### src/hdl/smoothed_rms_level_meter_defines.svh
// assertion macros for the level meter
`ifndef SMOOTHED_RMS_LEVEL_METER_DEFINES_SVH
`define SMOOTHED_RMS_LEVEL_METER_DEFINES_SVH
`ifndef SYNTHESIS
`define SRLM_ASSERT_SAME(lbl, clk, rst_n, ante, cons) \
    lbl: assert property (@(posedge clk) disable iff (!rst_n) (ante) |-> (cons)) \
        else $error("srlm check failed");
`define SRLM_ASSERT_NEXT(lbl, clk, rst_n, ante, cons) \
    lbl: assert property (@(posedge clk) disable iff (!rst_n) (ante) |=> (cons)) \
        else $error("srlm check failed");
`else
`define SRLM_ASSERT_SAME(lbl, clk, rst_n, ante, cons)
`define SRLM_ASSERT_NEXT(lbl, clk, rst_n, ante, cons)
`endif
`endif

### src/hdl/srlm_pkg.sv
`timescale 1ns / 1ps
package srlm_pkg;

    localparam int MAX_FRAMES  = 256;
    localparam int SAMPLE_BITS = 16;
    localparam int LEVEL_W     = 16;
    localparam int CFG_W       = 16;

    // two samples per pair, count saturates at 2 * MAX_FRAMES
    localparam int CNT_W  = $clog2(2 * MAX_FRAMES + 1);
    localparam int SQ_W   = 2 * SAMPLE_BITS - 1;
    localparam int SUM_W  = SQ_W + $clog2(2 * MAX_FRAMES);
    localparam int ROOT_W = (SQ_W + 1) / 2;
    localparam int STEP_W = $clog2(SUM_W + 1);

    // rescale root from SAMPLE_BITS to LEVEL_W fraction bits
    localparam int SH_L      = (SAMPLE_BITS < LEVEL_W) ? (LEVEL_W - SAMPLE_BITS) : 0;
    localparam int SH_R      = (SAMPLE_BITS > LEVEL_W) ? (SAMPLE_BITS - LEVEL_W) : 0;
    localparam int RMS_EXT_W = ROOT_W + SH_L + 1;
    localparam int LEVEL_MAX = (1 << LEVEL_W) - 1;

    localparam int PROD_W     = 2 * LEVEL_W + 2;
    localparam int ROUND_HALF = 1 << (LEVEL_W - 1);

    localparam logic [CNT_W-1:0] CNT_LIMIT = CNT_W'(2 * MAX_FRAMES);
    localparam logic [CNT_W-1:0] CNT_INC   = CNT_W'(2);

    localparam int Q_DEPTH = 2;
    localparam int Q_PTR_W = $clog2(Q_DEPTH);
    localparam int Q_CNT_W = $clog2(Q_DEPTH + 1);

    localparam int CFG_IDX_W = 1;
    localparam logic [CFG_IDX_W-1:0] CFG_NEW_WEIGHT = 1'd0;
    localparam logic [CFG_IDX_W-1:0] CFG_FULL_SCALE = 1'd1;
    localparam logic [CFG_W-1:0]     NEW_WEIGHT_RST = 16'd4588;
    localparam logic [CFG_W-1:0]     FULL_SCALE_RST = 16'd11141;

    typedef struct packed {
        logic [SUM_W-1:0] sum;
        logic [CNT_W-1:0] cnt;
    } t_acc_entry;

endpackage

### src/hdl/srlm_front.sv
`timescale 1ns / 1ps
module srlm_front import srlm_pkg::*; (
    input  logic                          i_clk,
    input  logic                          i_rst_n,
    input  logic                          i_push,
    input  logic signed [SAMPLE_BITS-1:0] i_left_sample,
    input  logic signed [SAMPLE_BITS-1:0] i_right_sample,
    input  logic                          i_last_frame,
    output logic                          o_full,
    output logic                          o_q_push,
    output t_acc_entry                    o_q_data,
    input  logic                          i_q_full
);

    typedef enum logic [3:0] {
        F_IDLE   = 4'b0001,
        F_SQUARE = 4'b0010,
        F_ADD    = 4'b0100,
        F_PUSH   = 4'b1000
    } t_front_state;

    t_front_state                  r_state, n_state;
    logic signed [SAMPLE_BITS-1:0] r_left, r_right;
    logic                          r_last;
    logic [SQ_W-1:0]               r_sq_l, r_sq_r;
    logic [SUM_W-1:0]              r_sum, n_sum;
    logic [CNT_W-1:0]              r_cnt, n_cnt;

    logic [SAMPLE_BITS-1:0]   w_abs_l, w_abs_r;
    logic [2*SAMPLE_BITS-1:0] w_prod_l, w_prod_r;

    // magnitude of the most negative code still fits unsigned
    assign w_abs_l  = r_left[SAMPLE_BITS-1]  ? unsigned'(~r_left + 1'b1)  : unsigned'(r_left);
    assign w_abs_r  = r_right[SAMPLE_BITS-1] ? unsigned'(~r_right + 1'b1) : unsigned'(r_right);
    assign w_prod_l = w_abs_l * w_abs_l;
    assign w_prod_r = w_abs_r * w_abs_r;

    assign o_full   = (r_state != F_IDLE);
    assign o_q_data = '{sum: r_sum, cnt: r_cnt};

    always_comb begin
        n_state  = r_state;
        n_sum    = r_sum;
        n_cnt    = r_cnt;
        o_q_push = 1'b0;
        unique case (r_state)
            F_IDLE: begin
                if (i_push) n_state = F_SQUARE;
            end
            F_SQUARE: begin
                n_state = F_ADD;
            end
            F_ADD: begin
                // pairs past the frame limit are dropped
                if (r_cnt < CNT_LIMIT) begin
                    n_sum = r_sum + SUM_W'(r_sq_l) + SUM_W'(r_sq_r);
                    n_cnt = r_cnt + CNT_INC;
                end
                n_state = r_last ? F_PUSH : F_IDLE;
            end
            F_PUSH: begin
                if (!i_q_full) begin
                    o_q_push = 1'b1;
                    n_sum    = '0;
                    n_cnt    = '0;
                    n_state  = F_IDLE;
                end
            end
            default: n_state = F_IDLE;
        endcase
    end

    always_ff @(posedge i_clk) begin
        if (!i_rst_n) begin
            r_state <= F_IDLE;
            r_sum   <= '0;
            r_cnt   <= '0;
        end else begin
            r_state <= n_state;
            r_sum   <= n_sum;
            r_cnt   <= n_cnt;
        end
    end

    always_ff @(posedge i_clk) begin
        if (r_state == F_IDLE && i_push) begin
            r_left  <= i_left_sample;
            r_right <= i_right_sample;
            r_last  <= i_last_frame;
        end
        r_sq_l <= w_prod_l[SQ_W-1:0];
        r_sq_r <= w_prod_r[SQ_W-1:0];
    end

endmodule

### src/hdl/srlm_queue.sv
`timescale 1ns / 1ps
module srlm_queue import srlm_pkg::*; (
    input  logic       i_clk,
    input  logic       i_rst_n,
    input  logic       i_push,
    input  t_acc_entry i_data,
    output logic       o_full,
    input  logic       i_pop,
    output t_acc_entry o_data,
    output logic       o_empty
);

    t_acc_entry         r_mem [Q_DEPTH];
    logic [Q_PTR_W-1:0] r_wr_ptr, r_rd_ptr;
    logic [Q_CNT_W-1:0] r_count;
    logic               w_wr, w_rd;

    assign o_full  = (r_count == Q_CNT_W'(Q_DEPTH));
    assign o_empty = (r_count == '0);
    assign w_wr    = i_push && !o_full;
    assign w_rd    = i_pop && !o_empty;
    assign o_data  = r_mem[r_rd_ptr];

    always_ff @(posedge i_clk) begin
        if (!i_rst_n) begin
            r_wr_ptr <= '0;
            r_rd_ptr <= '0;
            r_count  <= '0;
        end else begin
            if (w_wr) begin
                r_wr_ptr <= (r_wr_ptr == Q_PTR_W'(Q_DEPTH - 1)) ? '0 : r_wr_ptr + 1'b1;
            end
            if (w_rd) begin
                r_rd_ptr <= (r_rd_ptr == Q_PTR_W'(Q_DEPTH - 1)) ? '0 : r_rd_ptr + 1'b1;
            end
            if (w_wr && !w_rd) begin
                r_count <= r_count + 1'b1;
            end else if (w_rd && !w_wr) begin
                r_count <= r_count - 1'b1;
            end
        end
    end

    always_ff @(posedge i_clk) begin
        if (w_wr) r_mem[r_wr_ptr] <= i_data;
    end

endmodule

### src/hdl/srlm_back.sv
`timescale 1ns / 1ps
module srlm_back import srlm_pkg::*; (
    input  logic               i_clk,
    input  logic               i_rst_n,
    input  t_acc_entry         i_q_data,
    input  logic               i_q_empty,
    output logic               o_q_pop,
    input  logic [CFG_W-1:0]   i_new_weight,
    input  logic [CFG_W-1:0]   i_full_scale,
    output logic               o_empty,
    input  logic               i_pop,
    output logic [LEVEL_W-1:0] o_smoothed_level,
    output logic [LEVEL_W-1:0] o_scaled_level
);

    typedef enum logic [6:0] {
        B_IDLE  = 7'b0000001,
        B_DIV   = 7'b0000010,
        B_SQRT  = 7'b0000100,
        B_MUL   = 7'b0001000,
        B_BLEND = 7'b0010000,
        B_SCALE = 7'b0100000,
        B_OUT   = 7'b1000000
    } t_back_state;

    t_back_state               r_state;
    logic [STEP_W-1:0]         r_step;
    logic [SUM_W-1:0]          r_div_q, n_div_q;
    logic [CNT_W-1:0]          r_rem, n_rem;
    logic [CNT_W-1:0]          r_divisor;
    logic [SQ_W-1:0]           r_x, n_x;
    logic [SQ_W:0]             r_root, n_root;
    logic [SQ_W-1:0]           r_bit;
    logic [LEVEL_W-1:0]        r_rms;
    logic signed [PROD_W-1:0]  r_prod;
    logic [LEVEL_W-1:0]        r_level;
    logic [LEVEL_W-1:0]        r_srem, n_srem;
    logic [LEVEL_W-1:0]        r_quo;
    logic                      r_out_valid;
    logic [LEVEL_W-1:0]        r_out_level, r_out_scaled;

    logic [CNT_W:0]             w_rem_sh, w_rem_sub;
    logic                       w_div_bit;
    logic [SQ_W:0]              w_trial;
    logic [RMS_EXT_W-1:0]       w_rms_ext;
    logic [LEVEL_W-1:0]         w_rms;
    logic signed [LEVEL_W:0]    w_diff, w_weight;
    logic signed [PROD_W-1:0]   w_round, w_delta;
    logic signed [LEVEL_W+1:0]  w_lvl_sum;
    logic [LEVEL_W-1:0]         w_lvl;
    logic [LEVEL_W:0]           w_srem_sh;
    logic                       w_scale_bit;
    logic                       w_out_load;

    // restoring divide of sum by count, one quotient bit a cycle
    assign w_rem_sh  = {r_rem, r_div_q[SUM_W-1]};
    assign w_rem_sub = w_rem_sh - {1'b0, r_divisor};
    assign w_div_bit = (w_rem_sh >= {1'b0, r_divisor});
    assign n_rem     = w_div_bit ? w_rem_sub[CNT_W-1:0] : w_rem_sh[CNT_W-1:0];
    assign n_div_q   = {r_div_q[SUM_W-2:0], w_div_bit};

    // digit-by-digit root, one result bit a cycle
    assign w_trial = r_root + {1'b0, r_bit};
    always_comb begin
        if ({1'b0, r_x} >= w_trial) begin
            n_x    = r_x - w_trial[SQ_W-1:0];
            n_root = (r_root >> 1) + {1'b0, r_bit};
        end else begin
            n_x    = r_x;
            n_root = r_root >> 1;
        end
    end

    assign w_rms_ext = (RMS_EXT_W'(n_root[ROOT_W-1:0]) << SH_L) >> SH_R;
    assign w_rms     = (w_rms_ext > RMS_EXT_W'(LEVEL_MAX)) ? '1 : w_rms_ext[LEVEL_W-1:0];

    // old*(1-w) + new*w folded into old + (new-old)*w
    assign w_diff    = $signed({1'b0, r_rms}) - $signed({1'b0, r_level});
    assign w_weight  = $signed({1'b0, i_new_weight});
    assign w_round   = r_prod + $signed(PROD_W'(ROUND_HALF));
    assign w_delta   = w_round >>> LEVEL_W;
    assign w_lvl_sum = $signed({2'b00, r_level}) + $signed(w_delta[LEVEL_W+1:0]);
    always_comb begin
        if (w_lvl_sum[LEVEL_W+1]) begin
            w_lvl = '0;
        end else if (w_lvl_sum[LEVEL_W]) begin
            w_lvl = '1;
        end else begin
            w_lvl = w_lvl_sum[LEVEL_W-1:0];
        end
    end

    // fraction bits of level / full scale, level already below full scale
    assign w_srem_sh   = {r_srem, 1'b0};
    assign w_scale_bit = (w_srem_sh >= {1'b0, i_full_scale});
    assign n_srem      = w_scale_bit ? (w_srem_sh[LEVEL_W-1:0] - i_full_scale)
                                     : w_srem_sh[LEVEL_W-1:0];

    assign o_q_pop          = (r_state == B_IDLE) && !i_q_empty;
    assign w_out_load       = (r_state == B_OUT) && (!r_out_valid || i_pop);
    assign o_empty          = !r_out_valid;
    assign o_smoothed_level = r_out_level;
    assign o_scaled_level   = r_out_scaled;

    always_ff @(posedge i_clk) begin
        if (!i_rst_n) begin
            r_state     <= B_IDLE;
            r_level     <= '0;
            r_out_valid <= 1'b0;
        end else begin
            if (w_out_load) begin
                r_out_valid <= 1'b1;
            end else if (i_pop) begin
                r_out_valid <= 1'b0;
            end
            unique case (r_state)
                B_IDLE: begin
                    if (!i_q_empty) begin
                        r_div_q   <= i_q_data.sum;
                        r_divisor <= i_q_data.cnt;
                        r_rem     <= '0;
                        r_step    <= '0;
                        r_state   <= B_DIV;
                    end
                end
                B_DIV: begin
                    r_div_q <= n_div_q;
                    r_rem   <= n_rem;
                    if (r_step == STEP_W'(SUM_W - 1)) begin
                        // an empty count reads as zero mean
                        r_x     <= (r_divisor == '0) ? '0 : n_div_q[SQ_W-1:0];
                        r_root  <= '0;
                        r_bit   <= SQ_W'(1) << (2 * (ROOT_W - 1));
                        r_step  <= '0;
                        r_state <= B_SQRT;
                    end else begin
                        r_step <= r_step + 1'b1;
                    end
                end
                B_SQRT: begin
                    r_x    <= n_x;
                    r_root <= n_root;
                    r_bit  <= r_bit >> 2;
                    r_step <= r_step + 1'b1;
                    if (r_step == STEP_W'(ROOT_W - 1)) begin
                        r_rms   <= w_rms;
                        r_state <= B_MUL;
                    end
                end
                B_MUL: begin
                    r_prod  <= w_diff * w_weight;
                    r_state <= B_BLEND;
                end
                B_BLEND: begin
                    r_level <= w_lvl;
                    r_srem  <= w_lvl;
                    r_step  <= '0;
                    // zero full scale falls here as well
                    if (w_lvl >= i_full_scale) begin
                        r_quo   <= '1;
                        r_state <= B_OUT;
                    end else begin
                        r_quo   <= '0;
                        r_state <= B_SCALE;
                    end
                end
                B_SCALE: begin
                    r_srem <= n_srem;
                    r_quo  <= {r_quo[LEVEL_W-2:0], w_scale_bit};
                    r_step <= r_step + 1'b1;
                    if (r_step == STEP_W'(LEVEL_W - 1)) r_state <= B_OUT;
                end
                B_OUT: begin
                    if (w_out_load) begin
                        r_out_level  <= r_level;
                        r_out_scaled <= r_quo;
                        r_state      <= B_IDLE;
                    end
                end
                default: r_state <= B_IDLE;
            endcase
        end
    end

endmodule

### src/hdl/smoothed_rms_level_meter.sv
`timescale 1ns / 1ps
// smoothed rms level meter
// input side: one stereo pair per transaction on i_left_sample / i_right_sample,
// taken when push is high and full is low; i_last_frame closes a buffer.
// result side: one result per closed buffer (smoothed and scaled level), shown
// while empty is low and taken when pop is high.
// the front takes one pair at a time (latch, square, add); a closing pair holds
// full through a push step to hand its sum over a two-entry queue.
// the back works one buffer at a time: sum / count divide, root, multiply and
// blend, and a level / full-scale divide (skipped when it saturates).
// configuration: i_cfg_wr_en writes i_cfg_data to register i_cfg_index (0 new
// weight, 1 full scale); the user writes only while the block is idle, not enforced.
// reset (synchronous, i_rst_n low) clears the sum, count, smoothed level, queue
// and result register and restores the register defaults.
// when pop stays low the result holds, the back waits, the queue fills and full
// stays high; nothing is dropped.
`include "smoothed_rms_level_meter_defines.svh"
module smoothed_rms_level_meter import srlm_pkg::*; (
    input  logic                          i_clk,
    input  logic                          i_rst_n,
    input  logic                          push,
    output logic                          full,
    input  logic signed [SAMPLE_BITS-1:0] i_left_sample,
    input  logic signed [SAMPLE_BITS-1:0] i_right_sample,
    input  logic                          i_last_frame,
    output logic                          empty,
    input  logic                          pop,
    output logic [LEVEL_W-1:0]            o_smoothed_level,
    output logic [LEVEL_W-1:0]            o_scaled_level,
    input  logic                          i_cfg_wr_en,
    input  logic [CFG_IDX_W-1:0]          i_cfg_index,
    input  logic [CFG_W-1:0]              i_cfg_data
);

    logic [CFG_W-1:0] r_new_weight, r_full_scale;
    t_acc_entry       w_fq_data, w_qb_data;
    logic             w_q_push, w_q_full, w_q_pop, w_q_empty;

    always_ff @(posedge i_clk) begin
        if (!i_rst_n) begin
            r_new_weight <= NEW_WEIGHT_RST;
            r_full_scale <= FULL_SCALE_RST;
        end else if (i_cfg_wr_en) begin
            unique case (i_cfg_index)
                CFG_NEW_WEIGHT: r_new_weight <= i_cfg_data;
                CFG_FULL_SCALE: r_full_scale <= i_cfg_data;
                default: ;
            endcase
        end
    end

    srlm_front u_front (
        .i_clk          (i_clk),
        .i_rst_n        (i_rst_n),
        .i_push         (push),
        .i_left_sample  (i_left_sample),
        .i_right_sample (i_right_sample),
        .i_last_frame   (i_last_frame),
        .o_full         (full),
        .o_q_push       (w_q_push),
        .o_q_data       (w_fq_data),
        .i_q_full       (w_q_full)
    );

    srlm_queue u_queue (
        .i_clk   (i_clk),
        .i_rst_n (i_rst_n),
        .i_push  (w_q_push),
        .i_data  (w_fq_data),
        .o_full  (w_q_full),
        .i_pop   (w_q_pop),
        .o_data  (w_qb_data),
        .o_empty (w_q_empty)
    );

    srlm_back u_back (
        .i_clk            (i_clk),
        .i_rst_n          (i_rst_n),
        .i_q_data         (w_qb_data),
        .i_q_empty        (w_q_empty),
        .o_q_pop          (w_q_pop),
        .i_new_weight     (r_new_weight),
        .i_full_scale     (r_full_scale),
        .o_empty          (empty),
        .i_pop            (pop),
        .o_smoothed_level (o_smoothed_level),
        .o_scaled_level   (o_scaled_level)
    );

    // the front is busy right after it takes a transaction
    `SRLM_ASSERT_NEXT(a_front_busy, i_clk, i_rst_n, push && !full, full)
    // buffer sums never handed to a full queue
    `SRLM_ASSERT_SAME(a_q_no_overrun, i_clk, i_rst_n, w_q_push, !w_q_full)
    // the back only takes sums that are there
    `SRLM_ASSERT_SAME(a_q_no_underrun, i_clk, i_rst_n, w_q_pop, !w_q_empty)

endmodule

### config.mk
export PLATFORM = sky130hd
export DESIGN_NAME = smoothed_rms_level_meter
export DESIGN_NICKNAME = d
export VERILOG_FILES = /design/src/hdl/srlm_pkg.sv /design/src/hdl/srlm_front.sv /design/src/hdl/srlm_queue.sv /design/src/hdl/srlm_back.sv /design/src/hdl/smoothed_rms_level_meter.sv
export VERILOG_INCLUDE_DIRS = /design/src /design/src/hdl
export SDC_FILE = /design/constraint.sdc
export NUM_CORES = 2
export LEC_CHECK = 0
export BUFFER_PORTS_ARGS = -buffer_cell sky130_fd_sc_hd__buf_2
export CAP_MARGIN = 10
export CORE_ASPECT_RATIO = 1.25
export CORE_MARGIN = 4
export CORE_UTILIZATION = 39
export CTS_BUF_LIST = sky130_fd_sc_hd__clkbuf_16
export DETAILED_ROUTE_END_ITERATION = 8
export PLACE_DENSITY = 0.64
export SLEW_MARGIN = 30
export SYNTH_ARGS = -nofsm -noshare
export SYNTH_HDL_FRONTEND = slang
export SYNTH_HIERARCHICAL = 1
export SYNTH_SLANG_ARGS = --single-unit
### constraint.sdc
create_clock -name i_clk -period 7.85 [get_ports i_clk]
set_clock_uncertainty 0.2 [all_clocks]
set_input_delay 1.57 -clock i_clk [delete_from_list [all_inputs] [get_ports i_clk]]
set_output_delay 1.57 -clock i_clk [all_outputs]
set_load 0.02 [all_outputs]
# Word level (Yosys, flattened, before mapping)
# Memory sizes are Yosys's and may differ from the RTL's. A register that Yosys moved wholly into a read port is not among the register bits.
# Cells that the tools add are included.
# word_totals
mem_count	1
regBits	483
mem_bits_rw	100
latch_bits	0
romBits	0
output_inout_bits	34
# mem_list
name	depth	width	rd	rd_clocked_by_memory_dff	wr	line	text
u_queue.r_mem	2	50	1	1	1	srlm_queue.sv:13	t_acc_entry r_mem [Q_DEPTH];
# op_classes
add_sub_neg	18
div_mod_pow	0
n_shift	0
bitwise_logic	4
eq_ne	24
reduce_logical	37
n_lt_le_gt_ge	6
mux	54
n_mul	3
# op_table
op	count
40-bit one-hot mux with 2 select lines	2
31-bit 2-to-1 mux	4
31-bit one-hot mux with 2 select lines	2
40-bit 2-to-1 mux	3
16-bit 2-to-1 mux	6
40-bit by 31-bit adder with 40-bit output	2
32-bit 2-to-1 mux	2
16-bit one-hot mux with 2 select lines	2
32-bit one-hot mux with 2 select lines	1
16-bit by 16-bit multiplier with 31-bit output	2
7-bit one-hot mux with 7 select lines	1
7-bit 2-to-1 mux	6
10-bit 2-to-1 mux	4
10-bit one-hot mux with 2 select lines	2
34-bit by 17-bit adder with 34-bit output, second input constant	1
17-bit by 17-bit multiplier with 34-bit output	1
16-bit by 1-bit adder with 16-bit output, second input constant	2
31-bit by 31-bit adder with 32-bit output	1
32-bit by 31-bit adder with 32-bit output	1
31-bit by 32-bit greater-or-equal comparator with 1-bit output	1
16-bit NOT	2
31-bit subtractor	1
6-bit one-hot mux with 4 select lines	1
3-bit AND reduction	7
48 further kinds	89

# Longest topological paths before layout
# depth
ltp_word	8
ltp_mapped	34

# Cells and area by module
# Netlist, hierarchy kept.
# by_module_without_submodules
mod	seq_area_each_um2	cells_per_inst	area_each_um2	n_inst
srlm_back	7807.5	2885	27493.9	1
srlm_front	3253.1	2204	20556.0	1
srlm_queue	3103.0	181	3828.7	1
smoothed_rms_level_meter	640.6	138	1266.2	1

# Least setup slack after synthesis
# No wires, ideal clock.
# synth_path
path_type	reg-to-reg
start	register u_back.r_level[2]
end	register u_back.r_prod[33] (data pin)
arrival_time_ps	7759
path_stages_with_launch	31
n_path_buf	1
period_less_slack_ps	8219
slack_ps	-369
cell_sequence	dfxtp_1 -> inv_1 -> ha_1 -> nor2b_1 -> o21ai_0 -> a21boi_0 -> o211ai_1 -> a21oi_1 -> a211oi_1 -> o21bai_1 -> a21oi_1 -> clkbuf_1 -> nand2_1 -> fa_1 -> fa_1 -> inv_1 -> fa_1 -> fa_1 -> fa_1 -> inv_1 -> fa_1 -> inv_1 -> ha_1 -> and3_1 -> nand3_1 -> inv_1 -> a2111oi_0 -> o21ai_1 -> a211o_1 -> a21oi_1 -> xnor2_1
# synth_via
elab_chain_len	2
# synth_rtl
element	line	text
from (decl)	srlm_back.sv:36	logic [LEVEL_W-1:0] r_level;
from (signal assigned)	srlm_back.sv:155	r_level <= w_lvl;
16-bit by 16-bit subtractor with 17-bit output	srlm_back.sv:78	assign w_diff = $signed({1'b0, r_rms}) - $signed({1'b0, r_level});
17-bit by 17-bit multiplier with 34-bit output	srlm_back.sv:151	r_prod <= w_diff * w_weight;
to (signal assigned)	srlm_back.sv:151	
to (decl)	srlm_back.sv:35	logic signed [PROD_W-1:0] r_prod;
# Every way passes these cells.
# A chain may end at the register's enable or synchronous reset.

# Worst setup path in the final report
# layout_path
start	register u_back.r_rms[0]
end	register u_back.r_prod[33] (data pin)
# layout_via
elab_chain_len	2
# layout_rtl
element	line	text
from (decl)	srlm_back.sv:34	logic [LEVEL_W-1:0] r_rms;
from (signal assigned)	srlm_back.sv:146	r_rms <= w_rms;
16-bit by 16-bit subtractor with 17-bit output	srlm_back.sv:78	
17-bit by 17-bit multiplier with 34-bit output	srlm_back.sv:151	
# Every way passes these cells.

==> flow_summary.toml <==
[outcome]
violations = "setup timing"
run_status = "finished, violations left"

[clock_network]
cts_buffer_depth = 3
tritoncts = "yes"
cts.clk_slew.worst_paths_ns = 0.07
cts_root_buf = "clkbuf_16"
insertion_delay_ns = 0.68
cts_hold_buf = 0
cts_buffers = 59
clock_sinks = 551
htree_num_levels = 2

[sta]
finalCriticalPeriod_ns = 7.967
rsz0062_at_grt = "true"
max_freq_mhz = 125.5
worst_pin_slew_ns = 0.9663
setup_viol = 7
fin_crit_sh_pct = 101.5
slew_headroom_pct = 35.49
fin_ws_ns = -0.1170
final_hold_viol_count = 0
final_max_slew_viol_count = 0
final.setup.tns_ns = -0.3707

[floorplan]
ios = 89
fp.dieW_um = 338.2
placementRows = 151
die-area_mm2 = 0.1423
die_height_um = 420.7
core-area_mm2 = 0.1355
start_util_pct = 39.23

[run]
cap_violations = 0

[grt]
busiest_layer = "met2"
antenna_found_initial = 1
grt_pass1_wl_um = 204600
met1_usage_pct = 21.25
grt_max_degree = 59
overflow = 0
grtUsageMet3_pct = 2.089
use_met2_pct = 32.14
grt_pass1_vias = 40080
grt_usage_pct = 17.47

[hold_path]
holdCritStartpoint = "u_back/r_quo[15]"
hp-class = "reg -> reg"

[synth]
ys_warn_count = 6
synthDistinctLibCells = 94
synth.avg_cell_area_um2 = 9.827
synth_area_mm2 = 0.05314
synthArstFlopShare_pct = 0
synth_cells = 5408
synth_edf_count = 377
synthFlopType = "edfxtp_1"
ys_seq_elements = 551
yosysSeqAreaShare_pct = 27.86

[setup_path]
setup.worst_path.start = "u_back/r_rms[0]"
arrival_ns = 8.20
required_ns = 8.08
critical_path.max_stage_delay_ns = 0.55
cp_common_cell = "fa_1"
r2r-start = "u_back/r_rms[0]"
cp_slowest_cell = "fa_1"
endpoint_kind = "flop"
path_max_fanout = 7
start_kind = "flop"
critPathKind = "reg -> reg"

[route]
routed_wl_um = 124700
avgViaCountPerCell = 5.078
dr.pass1.iters = 6
via_count = 38470
wl_per_cell_um = 16.46
ant_nets = 0
drc_errors = 0
drt_iter0_markers = 2100

[final_layout]
layout_common_cells = "inv_1 (904), fa_1 (626), nand2_1 (591), ha_1 (421), edfxtp_1 (377)"
nets = 6909
drive_above_1_share_pct = 14.47
area_growth_pct = 14.95
stdcell_area_mm2 = 0.06109
regArea_mm2 = 0.01481
final_common_cell = "inv_1"
antenna_cells = 0
multiInputGateArea_mm2 = 0.03546
nFillCells = 12680

[placed_design]
hpwl_um = 99490
placed_area_mm2 = 0.05755
io_buffer_count = 88
gp_congestion = 0.8717
[per-stage QoR]
step,setup WS [ns],utilization (%),hold slack (ns),cells
6_report,-0.1170,45.10,0.2210,7576
5_1_grt,-0.4088,45.10,0.2404,7576
4_1_cts,-0.1270,44.25,0.2228,7539
3_5_place_dp,-0.6144,42.48,0.2088,7419
3_3_place_gp,-0.5182,42.48,0.2069,7419
2_1_floorplan,-0.06694,-,0.2003,5431
[synthesized netlist by cell type, types with 35 or more instances]
master    number  area (µm²)
a21o_1        87       653.1
dfxtp_1      174        3483
edfxtp_1     377       11320
xnor2_1      179        1568
nor3_1        44       220.2
clkbuf_1     115       431.7
nand3_1       58       290.3
nand2b_1      40       250.2
ha_1         448        5605
o21ai_0      186       930.9
nor2b_1       56       350.3
nor2_1       347        1303
a21oi_1      192       960.9
inv_1        916        3438
o21a_1        43       322.8
fa_1         639       12790
a31oi_1       35       219.0
and2_1       159       994.7
mux2_2        60       675.7
nand2_1      614        2305
nand4_1       40       250.2
xor2_1       111       972.2
[worst max-delay path: cells and delay by family, from the launching register on]
kind	cells	cell delay, ns
AO/OA/AOI/OAI	12	1.89
XOR/XNOR	2	0.21
adder cells (fa/ha/maj)	9	3.68
buffers and inverters	9	0.83
flip-flops	1	0.33
AND/OR/NAND/NOR	3	0.53
[kinds of logic (layout without fill, tap and decap cells)]
| group | Yosys count | count (layout) | synth area share, % |
|---|---|---|---|
| fa+ha+maj | 1087 | 1087 | 34.62 |
| compound gates | 813 | 813 | 9.907 |
| simple gates | 1488 | 1488 | 12.96 |
| mux | 95 | 95 | 1.940 |
| other cells | 2 | 25 | 0.01413 |
| buf+inv | 1078 | 1464 | 7.783 |
| flops | 551 | 551 | 27.86 |
| xor+xnor | 294 | 294 | 4.923 |
[flip-flops by register name, summed over array words and instances (netlist names), 10 cells and up, named ones only]
register,flops
u_back/r_level,16
u_front/r_sum,40
u_front/r_right,16
r_full_scale,16
u_back/o_scaled_level,16
u_queue/r_mem,100
r_new_weight,16
u_front/r_left,16
u_back/o_smoothed_level,16
u_front/r_sq_r,30
u_back/r_div_q,40
u_back/r_bit,16
u_back/r_quo,16
u_back/r_divisor,10
u_back/r_root,32
u_back/r_x,31
u_back/r_prod,19
u_back/r_rem,10
u_back/r_rms,16
u_front/r_sq_l,30
u_back/r_srem,16
[path summary, 6_finish.rpt]
| check | depth (start not counted) | slack [ns] | endpoint |
|---|---|---|---|
| worst max-delay path | 35 | -0.12 | u_back/r_prod[33] |
| worst min-delay path | 0 | 0.22 | u_back/o_scaled_level[15] |
| worst max register to register | 35 | -0.12 | u_back/r_prod[33] |
| worst min register to register | 0 | 0.22 | u_back/o_scaled_level[15] |
[metal layers]
layer / share of wire, % / routed length [µm]
met5: 0 / 0
met4: 3.5 / 4415
met3: 4.0 / 5039
met2: 51 / 63990
met1: 41 / 51240
[layout make-up]
class,count,share of cell area (%)
tap,1759,3.603
inverter,932,5.733
timing repair buffer,421,5.067
sequential,551,24.24
multi-input combinational,3802,58.05
clock inverter,52,0.8971
clock buffer,59,2.417
[what timing repair did]
item / CTS / global route
endpoints found under the setup margin: 26 / 35
buffers inserted: 10 / 36
pin swaps: 47 / 126
gates resized for setup: 67 / 193
cloned: 1 / 1
hold endpoints to repair: 0 / 0
Power is not shown: default switching activity piles up to over one toggle a cycle in this logic, so the estimate is an artifact.
